**src/sv/assert_macros.svh**
```systemverilog
// ----------------------------------------------------------------------------
// Assertion macros
// Shared concurrent assertion helpers for the watchdog RTL.
// They expand to nothing when SYNTHESIS is defined.
// ----------------------------------------------------------------------------
`ifndef ASSERT_MACROS_SVH
`define ASSERT_MACROS_SVH

`ifndef SYNTHESIS

// A condition that must hold at every clock edge outside reset.
`define ASSERT_CLK(lbl, clk, rstn, prop) \
  lbl: assert property (@(posedge clk) disable iff (!(rstn)) (prop)) \
    else $error("watchdog assertion failed");

// A consequence that must hold in the cycle after its trigger.
`define ASSERT_NEXT(lbl, clk, rstn, ante, cons) \
  lbl: assert property (@(posedge clk) disable iff (!(rstn)) (ante) |=> (cons)) \
    else $error("watchdog assertion failed");

`else

`define ASSERT_CLK(lbl, clk, rstn, prop)
`define ASSERT_NEXT(lbl, clk, rstn, ante, cons)

`endif

`endif

```
**src/sv/mcsw_pkg.sv**
```systemverilog
// ----------------------------------------------------------------------------
// Watchdog package
// Types and codes shared by the watchdog channels and modules.
// ----------------------------------------------------------------------------
package mcsw_pkg;

  localparam int WORD_W   = 32;
  localparam int ACTION_W = 3;
  localparam int STATUS_W = 2;
  localparam int EXPCNT_W = 4;

  typedef logic [WORD_W-1:0] word_t;

  // Request actions.
  typedef enum logic [ACTION_W-1:0] {
    ACT_CREATE = 3'd0,
    ACT_FEED   = 3'd1,
    ACT_DELETE = 3'd2,
    ACT_CHECK  = 3'd3,
    ACT_TICK   = 3'd4
  } action_t;

  // Result status codes.
  typedef enum logic [STATUS_W-1:0] {
    ST_OK          = 2'd0,
    ST_BAD_TIMEOUT = 2'd1,
    ST_FULL        = 2'd2,
    ST_NOT_FOUND   = 2'd3
  } status_t;

  // Expired count saturates here.
  localparam logic [EXPCNT_W-1:0] EXP_CNT_MAX = 4'hF;

  // One slot as seen by the slot evaluator.
  typedef struct packed {
    logic  valid;
    word_t id;
    word_t timeout;
    word_t fed_at;
  } slot_view_t;

  // Evaluator verdicts for one slot.
  typedef struct packed {
    logic id_match;
    logic expired;
  } slot_eval_t;

endpackage

```
**src/sv/mcsw_req_if.sv**
```systemverilog
// ----------------------------------------------------------------------------
// Watchdog request channel
// Valid/ready channel carrying one watchdog command.
// ----------------------------------------------------------------------------
interface mcsw_req_if import mcsw_pkg::*; ();

  logic                valid;
  logic                ready;
  logic [ACTION_W-1:0] action;
  word_t               target_id;
  word_t               timeout_len;

  modport source (output valid, output action, output target_id, output timeout_len,
                  input ready);
  modport sink   (input valid, input action, input target_id, input timeout_len,
                  output ready);

endinterface

```
**src/sv/mcsw_rsp_if.sv**
```systemverilog
// ----------------------------------------------------------------------------
// Watchdog result channel
// Valid/ready channel carrying one result per command.
// ----------------------------------------------------------------------------
interface mcsw_rsp_if import mcsw_pkg::*; ();

  logic                valid;
  logic                ready;
  logic [STATUS_W-1:0] status;
  word_t               new_id;
  logic [EXPCNT_W-1:0] expired_count;
  word_t               expired_id;

  modport source (output valid, output status, output new_id, output expired_count,
                  output expired_id, input ready);
  modport sink   (input valid, input status, input new_id, input expired_count,
                  input expired_id, output ready);

endinterface

```
**src/sv/mcsw_slot_eval.sv**
```systemverilog
// ----------------------------------------------------------------------------
// Watchdog slot evaluator
// Shared compare unit applied to one slot per cycle during a table scan:
// id match for feed and delete, and the modular elapsed-time test for check.
// ----------------------------------------------------------------------------
module mcsw_slot_eval import mcsw_pkg::*; (
  input  slot_view_t slot_i,
  input  word_t      target_id_i,
  input  word_t      now_i,
  output slot_eval_t eval_o
);

  word_t elapsed;

  // Elapsed time wraps modulo the counter width.
  assign elapsed = now_i - slot_i.fed_at;

  assign eval_o.id_match = slot_i.valid && (slot_i.id == target_id_i);
  assign eval_o.expired  = slot_i.valid && (elapsed >= slot_i.timeout);

endmodule

```
**src/sv/multi_channel_soft_watchdog.sv**
```systemverilog
// ----------------------------------------------------------------------------
// Multi-channel soft watchdog
// A table of NUM_CHANNELS watchdog channels sharing one 32-bit tick counter.
// Every request returns exactly one result. Create, tick and unused actions
// go straight from S_IDLE to S_DONE. Feed, delete and check walk the table
// one slot per cycle through a single shared slot evaluator fed by the
// registered read port of the slot memories, then go to S_DONE, which loads
// the output register once it is free. The block takes no request while one
// is in progress; a finished result waits in the output register. Feed and
// delete act on the newest channel holding the id; check reports the newest
// expired channel and a count saturating at 15.
// ----------------------------------------------------------------------------
`include "assert_macros.svh"

module multi_channel_soft_watchdog import mcsw_pkg::*; #(
  parameter int NUM_CHANNELS = 8
) (
  input logic       clk,
  input logic       rst_n,
  mcsw_req_if.sink  in_req,
  mcsw_rsp_if.source out_rsp
);

  localparam int IDX_W  = (NUM_CHANNELS > 1) ? $clog2(NUM_CHANNELS) : 1;
  localparam int SCNT_W = $clog2(NUM_CHANNELS + 1);
  localparam logic [SCNT_W-1:0] SCAN_LAST = SCNT_W'(NUM_CHANNELS);
  localparam logic [SCNT_W-1:0] SCNT_ONE  = SCNT_W'(1);
  localparam logic [IDX_W-1:0]  AGE_ONE   = IDX_W'(1);

  typedef enum logic [2:0] {
    S_IDLE = 3'b001,
    S_SCAN = 3'b010,
    S_DONE = 3'b100
  } state_t;

  // Control state.
  state_t                  state_r;
  logic [ACTION_W-1:0]     op_r;
  word_t                   target_r;
  word_t                   now_r;
  word_t                   next_id_r;
  logic [NUM_CHANNELS-1:0] valid_r;
  logic [IDX_W-1:0]        age_r [NUM_CHANNELS];

  // Slot memories.
  word_t id_mem   [NUM_CHANNELS];
  word_t tmo_mem  [NUM_CHANNELS];
  word_t feed_mem [NUM_CHANNELS];

  // Scan pipeline.
  logic [SCNT_W-1:0] scan_cnt_r;
  logic [IDX_W-1:0]  rd_addr;
  logic              rd_vld_r;
  logic [IDX_W-1:0]  rd_idx_r;
  logic              rd_valid_bit_r;
  logic [IDX_W-1:0]  rd_age_r;
  word_t             rd_id_r;
  word_t             rd_tmo_r;
  word_t             rd_feed_r;

  // Running best match and expired count.
  logic                best_hit_r;
  logic [IDX_W-1:0]    best_idx_r;
  logic [IDX_W-1:0]    best_age_r;
  word_t               best_id_r;
  logic [EXPCNT_W-1:0] exp_cnt_r;
  logic                best_hit_nxt;
  logic [IDX_W-1:0]    best_idx_nxt;
  logic [IDX_W-1:0]    best_age_nxt;
  word_t               best_id_nxt;
  logic [EXPCNT_W-1:0] exp_cnt_nxt;

  // Pending result and output register.
  status_t             res_status_r;
  word_t               res_new_id_r;
  logic [EXPCNT_W-1:0] res_cnt_r;
  word_t               res_eid_r;
  logic                out_valid_r;
  status_t             out_status_r;
  word_t               out_new_id_r;
  logic [EXPCNT_W-1:0] out_cnt_r;
  word_t               out_eid_r;

  logic             in_fire;
  logic             free_found;
  logic [IDX_W-1:0] free_idx;
  logic             create_ok;
  logic             scan_end;
  logic             hit;
  logic             take;
  logic             feed_we;
  logic [IDX_W-1:0] feed_idx;
  word_t            next_id_nxt;
  slot_view_t       view;
  slot_eval_t       ev;

  assign in_req.ready = (state_r == S_IDLE);
  assign in_fire      = in_req.valid && in_req.ready;

  // Lowest-numbered free slot.
  always_comb begin
    free_found = 1'b0;
    free_idx   = '0;
    for (int i = NUM_CHANNELS - 1; i >= 0; i--) begin
      if (!valid_r[i]) begin
        free_found = 1'b1;
        free_idx   = IDX_W'(i);
      end
    end
  end

  assign create_ok = in_fire && (in_req.action == ACT_CREATE) &&
                     (in_req.timeout_len != '0) && free_found;

  // The id counter skips zero when it wraps.
  assign next_id_nxt = (next_id_r == '1) ? word_t'(1) : next_id_r + word_t'(1);

  // Read address of the scan; parked at zero once the table is covered.
  assign rd_addr = (scan_cnt_r != SCAN_LAST) ? scan_cnt_r[IDX_W-1:0] : '0;

  // Shared slot evaluator.
  assign view = '{valid: rd_valid_bit_r, id: rd_id_r, timeout: rd_tmo_r,
                  fed_at: rd_feed_r};

  mcsw_slot_eval u_eval (
    .slot_i      (view),
    .target_id_i (target_r),
    .now_i       (now_r),
    .eval_o      (ev)
  );

  // Fold the slot in the read stage into the running best match.
  always_comb begin
    hit  = rd_vld_r && ((op_r == ACT_CHECK) ? ev.expired : ev.id_match);
    take = hit && (!best_hit_r || (rd_age_r < best_age_r));
    best_hit_nxt = best_hit_r || hit;
    best_idx_nxt = take ? rd_idx_r : best_idx_r;
    best_age_nxt = take ? rd_age_r : best_age_r;
    best_id_nxt  = take ? rd_id_r  : best_id_r;
    exp_cnt_nxt  = (hit && (exp_cnt_r != EXP_CNT_MAX)) ? exp_cnt_r + 4'd1 : exp_cnt_r;
  end

  assign scan_end = (state_r == S_SCAN) && (scan_cnt_r == SCAN_LAST);

  // Feed restamps the newest match; create stamps its new slot.
  assign feed_we  = create_ok || (scan_end && (op_r == ACT_FEED) && best_hit_nxt);
  assign feed_idx = create_ok ? free_idx : best_idx_nxt;

  // Slot memories: one write port each and a registered read port.
  always_ff @(posedge clk) begin
    if (create_ok) begin
      id_mem[free_idx]  <= next_id_r;
      tmo_mem[free_idx] <= in_req.timeout_len;
    end
    if (feed_we) begin
      feed_mem[feed_idx] <= now_r;
    end
    rd_id_r   <= id_mem[rd_addr];
    rd_tmo_r  <= tmo_mem[rd_addr];
    rd_feed_r <= feed_mem[rd_addr];
  end

  // Sequencer, table bookkeeping and output register.
  always_ff @(posedge clk) begin
    if (!rst_n) begin
      state_r     <= S_IDLE;
      valid_r     <= '0;
      next_id_r   <= word_t'(1);
      now_r       <= '0;
      scan_cnt_r  <= '0;
      rd_vld_r    <= 1'b0;
      out_valid_r <= 1'b0;
    end else begin
      if (out_valid_r && out_rsp.ready) begin
        out_valid_r <= 1'b0;
      end
      unique case (state_r)
        S_IDLE: begin
          if (in_fire) begin
            op_r         <= in_req.action;
            target_r     <= in_req.target_id;
            res_status_r <= ST_OK;
            res_new_id_r <= '0;
            res_cnt_r    <= '0;
            res_eid_r    <= '0;
            scan_cnt_r   <= '0;
            rd_vld_r     <= 1'b0;
            best_hit_r   <= 1'b0;
            exp_cnt_r    <= '0;
            state_r      <= S_DONE;
            unique case (in_req.action)
              ACT_CREATE: begin
                if (in_req.timeout_len == '0) begin
                  res_status_r <= ST_BAD_TIMEOUT;
                end else if (!free_found) begin
                  res_status_r <= ST_FULL;
                end else begin
                  // Every live channel ages by one; the new one is newest.
                  for (int i = 0; i < NUM_CHANNELS; i++) begin
                    if (valid_r[i]) begin
                      age_r[i] <= age_r[i] + AGE_ONE;
                    end
                  end
                  age_r[free_idx]   <= '0;
                  valid_r[free_idx] <= 1'b1;
                  res_new_id_r      <= next_id_r;
                  next_id_r         <= next_id_nxt;
                end
              end
              ACT_FEED, ACT_DELETE, ACT_CHECK: begin
                state_r <= S_SCAN;
              end
              ACT_TICK: begin
                now_r <= now_r + word_t'(1);
              end
              default: begin
              end
            endcase
          end
        end
        S_SCAN: begin
          // Issue one slot read per cycle until the table is covered.
          if (scan_cnt_r != SCAN_LAST) begin
            scan_cnt_r     <= scan_cnt_r + SCNT_ONE;
            rd_vld_r       <= 1'b1;
            rd_idx_r       <= rd_addr;
            rd_valid_bit_r <= valid_r[rd_addr];
            rd_age_r       <= age_r[rd_addr];
          end else begin
            rd_vld_r <= 1'b0;
          end
          best_hit_r <= best_hit_nxt;
          best_idx_r <= best_idx_nxt;
          best_age_r <= best_age_nxt;
          best_id_r  <= best_id_nxt;
          exp_cnt_r  <= exp_cnt_nxt;
          // The last slot is in the read stage: settle the request.
          if (scan_end) begin
            state_r <= S_DONE;
            if (op_r == ACT_CHECK) begin
              res_cnt_r <= exp_cnt_nxt;
              res_eid_r <= best_hit_nxt ? best_id_nxt : '0;
            end else if (!best_hit_nxt) begin
              res_status_r <= ST_NOT_FOUND;
            end else if (op_r == ACT_DELETE) begin
              valid_r[best_idx_nxt] <= 1'b0;
              for (int i = 0; i < NUM_CHANNELS; i++) begin
                if (valid_r[i] && (age_r[i] > best_age_nxt)) begin
                  age_r[i] <= age_r[i] - AGE_ONE;
                end
              end
            end
          end
        end
        S_DONE: begin
          if (!out_valid_r || out_rsp.ready) begin
            out_valid_r  <= 1'b1;
            out_status_r <= res_status_r;
            out_new_id_r <= res_new_id_r;
            out_cnt_r    <= res_cnt_r;
            out_eid_r    <= res_eid_r;
            state_r      <= S_IDLE;
          end
        end
        default: begin
          state_r <= S_IDLE;
        end
      endcase
    end
  end

  assign out_rsp.valid         = out_valid_r;
  assign out_rsp.status        = out_status_r;
  assign out_rsp.new_id        = out_new_id_r;
  assign out_rsp.expired_count = out_cnt_r;
  assign out_rsp.expired_id    = out_eid_r;

  // The id counter never hands out zero.
  `ASSERT_CLK(a_next_id_nonzero, clk, rst_n, next_id_r != '0)
  // The scan never runs past the end of the table.
  `ASSERT_CLK(a_scan_cnt_range, clk, rst_n, scan_cnt_r <= SCAN_LAST)
  // A new id only accompanies a successful create.
  `ASSERT_CLK(a_new_id_only_ok, clk, rst_n, !out_valid_r || out_new_id_r == '0 || out_status_r == ST_OK)
  // A reported expired id implies a non-zero expired count.
  `ASSERT_CLK(a_eid_has_count, clk, rst_n, !out_valid_r || out_eid_r == '0 || out_cnt_r != '0)
  // Feed, delete and check always start a table scan.
  `ASSERT_NEXT(a_scan_op_scans, clk, rst_n, in_fire && (in_req.action == ACT_FEED || in_req.action == ACT_DELETE || in_req.action == ACT_CHECK), state_r == S_SCAN)

endmodule
```
**src/flat_wrapper.sv**
```systemverilog
// flat-port wrapper written by rule: the top's interface ports become plain ports
module multi_channel_soft_watchdog_flat import mcsw_pkg::*;
#(
  parameter int NUM_CHANNELS = 8
)
  (clk, rst_n, in_req_valid, in_req_action, in_req_target_id, in_req_timeout_len, in_req_ready, out_rsp_valid, out_rsp_status, out_rsp_new_id, out_rsp_expired_count, out_rsp_expired_id, out_rsp_ready);
  mcsw_req_if in_req_i ();
  mcsw_rsp_if out_rsp_i ();
  input logic clk;
  input logic rst_n;
  input wire logic [$bits(in_req_i.valid)-1:0] in_req_valid;
  input wire logic [$bits(in_req_i.action)-1:0] in_req_action;
  input wire logic [$bits(in_req_i.target_id)-1:0] in_req_target_id;
  input wire logic [$bits(in_req_i.timeout_len)-1:0] in_req_timeout_len;
  output wire logic [$bits(in_req_i.ready)-1:0] in_req_ready;
  output wire logic [$bits(out_rsp_i.valid)-1:0] out_rsp_valid;
  output wire logic [$bits(out_rsp_i.status)-1:0] out_rsp_status;
  output wire logic [$bits(out_rsp_i.new_id)-1:0] out_rsp_new_id;
  output wire logic [$bits(out_rsp_i.expired_count)-1:0] out_rsp_expired_count;
  output wire logic [$bits(out_rsp_i.expired_id)-1:0] out_rsp_expired_id;
  input wire logic [$bits(out_rsp_i.ready)-1:0] out_rsp_ready;
  assign in_req_i.valid = in_req_valid;
  assign in_req_i.action = in_req_action;
  assign in_req_i.target_id = in_req_target_id;
  assign in_req_i.timeout_len = in_req_timeout_len;
  assign in_req_ready = in_req_i.ready;
  assign out_rsp_valid = out_rsp_i.valid;
  assign out_rsp_status = out_rsp_i.status;
  assign out_rsp_new_id = out_rsp_i.new_id;
  assign out_rsp_expired_count = out_rsp_i.expired_count;
  assign out_rsp_expired_id = out_rsp_i.expired_id;
  assign out_rsp_i.ready = out_rsp_ready;
  multi_channel_soft_watchdog #(.NUM_CHANNELS(NUM_CHANNELS)) u_core (.clk(clk), .rst_n(rst_n), .in_req(in_req_i), .out_rsp(out_rsp_i));
endmodule
```
**config.mk**
```make
export PLATFORM = sky130hd
export DESIGN_NAME = multi_channel_soft_watchdog_flat
export DESIGN_NICKNAME = d
export VERILOG_FILES = /design/src/sv/mcsw_pkg.sv /design/src/sv/mcsw_req_if.sv /design/src/sv/mcsw_rsp_if.sv /design/src/sv/mcsw_slot_eval.sv /design/src/sv/multi_channel_soft_watchdog.sv /design/src/flat_wrapper.sv
export VERILOG_INCLUDE_DIRS = /design/src /design/src/sv
export SDC_FILE = /design/constraint.sdc
export NUM_CORES = 1
export LEC_CHECK = 0
export BUFFER_PORTS_ARGS = -buffer_cell sky130_fd_sc_hd__buf_2
export CORE_MARGIN = 10
export CORE_UTILIZATION = 60
export DETAILED_ROUTE_END_ITERATION = 6
export PLACE_DENSITY_LB_ADDON = 0.05
export SLEW_MARGIN = 20
export SYNTH_ARGS = -nofsm -noshare
export SYNTH_HDL_FRONTEND = slang
export SYNTH_HIERARCHICAL = 1
export SYNTH_SLANG_ARGS = --single-unit
```
**constraint.sdc**
```tcl
create_clock -name clk -period 9.15 [get_ports clk]
set_clock_uncertainty 0.2 [all_clocks]
set_input_delay 1.83 -clock clk [delete_from_list [all_inputs] [get_ports clk]]
set_output_delay 1.83 -clock clk [all_outputs]
set_load 0.03 [all_outputs]
```
==> metrics.md <==
| Metric | Value |
|---|---|
| Status | completed |
| Syn nets | 3522 |
| Die ar. | 92200 sq um |
| Post-layout power | 10900 uW |
| Max Fclk | 125 MHz |
| Global-route wire length before repair | 173000 um |
| Ys flop type | edfxtp_1 |
| Clock Tree Root | clkbuf_16 |
| VDD IR max | 0.190 mV |
| Rel. slew slack | 0.242 |
| Ant. Diodes | 0 |
| Post-synthesis async set-or-reset flop share | 0 |
| Leakage | 0.0194 uW |
| H-tree depth | 3 |
| Hold Crit Class | reg -> reg |
| # IOs | 143 |
| Nets | 3683 |
| Synth top area share | 0.618 |
| Combinational Power Share | 0.021 |
| Sw Ratio | 0.202 |
| Fraction of layout cells with a size suffix above 1 | 0.176 |
| Num CTS Buffers | 117 |
| EDFF count, synth | 993 |
| Final Setup Violations | 0 |
| Total global routing overflow | 0 |
| FP Rows | 103 |
| Critical path endpoint | u_core/age_r[4][2]$_SDFFE_PP0P_ |
| GPL Wtd Cong | 0.884 |
| Vias in the first global route | 28673 |
| Post-route antenna net violation count | 0 |
| Syn avg cell area | 14.4 sq um |
| Design area | 54100 sq um |
| WP data required | 9.53 ns |
| Clk Latency, worst-skew pair | 0.70 ns |
| DRT iter0 DRCs | 2533 |
| Register area share after synthesis | 0.701 |
| R2R setup slack | 1.13 ns |
| Crit-path max FO | 12 |
| Synth cell types | 84 |
| Util after Layout | 0.682 |
| DR WL/cell | 24.3 um |
| Slew @ Worst Pin | 1.13 ns |
| Mapped Cells | 3362 |
| Worst r2r src | u_core/now_r[0]$_SDFFE_PN0P_ |
| Global-route usage over all layers | 0.241 |
| WL final | 114000 um |
| Most frequent cell after synthesis | edfxtp_1 |
| Path depth of the worst reg2reg path | 35 |
| Largest net degree at the start of global routing | 143 |
| Flop pwr share | 0.547 |
| Post-synth top area cell | edfxtp_1 |
| Setup TNS | 0 ns |
| Initial antenna violation count | 7 |
| Fin. max-slew vios | 0 |
| Top cells by count, synth | 993 x edfxtp_1, 497 x nand2_1, 241 x o21ai_0 |
| Layout area overhead | 12.1% |
| Clock power frac | 0.432 |
| Main area contributors after synthesis | edfxtp_1 62%, dfxtp_1 8.3%, mux4_2 4.7% |
| Placed cell area | 50300 sq um |
| Min Hold Slack | 0.201 ns |
| DRC viols | 0 |
| RSZ-0062 raised after global routing | no |
| Int Pwr | 8700 uW |
| Hold Buf Count CTS | 0 |
| CP max-delay cell | fa_1 |
| Net Sw Power | 2210 uW |
| Reg2reg end | u_core/age_r[4][2]$_SDFFE_PP0P_ |
| TritonCTS Sinks | 1194 |
| Syn. warnings | 6 |
| Final period util | 0.877 |
| Startpoint Class | flop |
| Number of setup buffers added after CTS | 0 |
| Die width | 304 um |
| Via total after detailed routing | 28377 |
| Via density | 6.07 |
| Clock Tree Buf Depth | 3 |
| Hold Violations, Final | 0 |
| Drt first pass iters | 5 |
| PwrDens | 202 nW/um^2 |
| CORE AREA | 79400 sq um |
| Nature of the critical path endpoint | flop |
| Die height | 304 um |
| CP peak stage delay | 0.46 ns |
| Port-buffer cells | 142 |
| DP HPWL | 68100 um |
| CP startpoint | u_core/now_r[0]$_SDFFE_PN0P_ |
| Clock Pin Slew Worst Setup and Hold Paths | 0.06 ns |
| Arr. time, crit path | 8.41 ns |
| CTS tree | yes |
| Crit Path Category | reg -> reg |
| Synthesized area | 48300 sq um |
| Starting Density | 0.608 |
| Post_cts resized | 0 |
| Post-layout min period | 8.02 ns |
| Post-synthesis register bit count | 1194 |
| Max_cap viols | 0 |
==> layer usage <==
layer,track usage,vias up,part of all wire
met5,0,-,0.00028
met4,0.0617,4,0.019
met3,0.0351,153,0.072
met2,0.383,1032,0.47
met1,0.347,14376,0.44
li1,-,12812,-
==> through the flow <==
step                instances  setup slack (ns)
finish                   4676              1.13
global route             4676             0.466
CTS                      4676              1.18
detailed placement       4454              1.27
global placement         4454              1.42
floorplan                3362              1.82
==> sequential cells by signal, summed over array words and instances, names as in the netlist, 32 cells and up <==
name and cells:
u_core/best_id_r 32, u_core/feed_mem 256, u_core/id_mem 256, u_core/next_id_r 32, u_core/now_r 32, u_core/out_rsp.expired_id 32, u_core/out_rsp.new_id 32, u_core/rd_feed_r 32
u_core/rd_id_r 32, u_core/rd_tmo_r 32, u_core/res_eid_r 32, u_core/res_new_id_r 32, u_core/target_r 32, u_core/tmo_mem 256
==> power by group through the flow <==
stage          Sequential (uW)  Clock, uW  Combinational, uW
2_1_floorplan             6080          0                118
3_3_place_gp              6080          0                225
3_5_place_dp              6080          0                232
4_1_cts                   5960       4790                233
5_1_grt                   5970       5010                253
6_report                  5960       4710                232
==> cells in the final DEF, fill, tap and decap left out, types with 80 or more instances in the layout <==
| cell type | Yosys | final |
|---|---|---|
| mux2_2 | 97 | 97 |
| and2_1 | 91 | 90 |
| ha_1 | 80 | 80 |
| nand2_1 | 497 | 495 |
| xnor2_1 | 85 | 85 |
| o21ai_0 | 241 | 241 |
| inv_1 | 108 | 108 |
| mux4_2 | 100 | 100 |
| nor2_1 | 112 | 96 |
| buf_2 | 5 | 142 |
| nand3_1 | 157 | 157 |
| dfxtp_1 | 201 | 198 |
| clkbuf_16 | 0 | 119 |
| edfxtp_1 | 993 | 993 |
==> final cells by class <==
cell class,count,area [sq um]
clock inverters,71,623
fillers,5512,25300
multi-input cells,1915,13600
flip-flops and latches,1194,33900
well taps,1050,1310
clock buffers,151,3220
inverters,109,414
repair buffers,186,1070
==> kinds of logic (layout without fill, tap and decap cells) <==
kind of cell    after synthesis  in the layout  share of synthesized area
compound gates              462            462                     0.0596
flops                      1194           1194                      0.701
fa+ha+maj                    95             95                     0.0257
xor+xnor                    127            127                     0.0230
mux                         210            210                     0.0722
simple gates               1021           1021                     0.0985
buf+inv                     253            517                     0.0200
==> worst min-delay path by stage <==
stage | startpoint | endpoint | slack [ns] | cells after the start
floorplan | u_core/res_cnt_r[0]$_DFFE_PP_ | u_core/out_rsp.expired_count[0]$_DFFE_PP_ | 0.20 | 0
CTS | u_core/res_cnt_r[0]$_DFFE_PP_ | u_core/out_rsp.expired_count[0]$_DFFE_PP_ | 0.20 | 0
global route | u_core/res_cnt_r[0]$_DFFE_PP_ | u_core/out_rsp.expired_count[0]$_DFFE_PP_ | 0.20 | 0
detailed placement | u_core/res_new_id_r[28]$_SDFFCE_PP0P_ | u_core/out_rsp.new_id[28]$_DFFE_PP_ | 0.21 | 0
global placement | u_core/res_eid_r[28]$_SDFFCE_PN0P_ | u_core/out_rsp.expired_id[28]$_DFFE_PP_ | 0.20 | 0
finish | u_core/res_cnt_r[0]$_DFFE_PP_ | u_core/out_rsp.expired_count[0]$_DFFE_PP_ | 0.20 | 0
==> worst max-delay path: cells and delay by family (launching register included) <==
kind / cells / cell delay [ns]
AOI/OAI and AO/OA: 16 / 3.23
adders and majority gates: 5 / 1.68
and+or+nand+nor: 9 / 1.60
DFF: 1 / 0.43
buffers and inverters: 3 / 0.38
muxes: 1 / 0.33
xor gates and xnor gates: 1 / 0.08
Power figures use the tool's default switching activity.
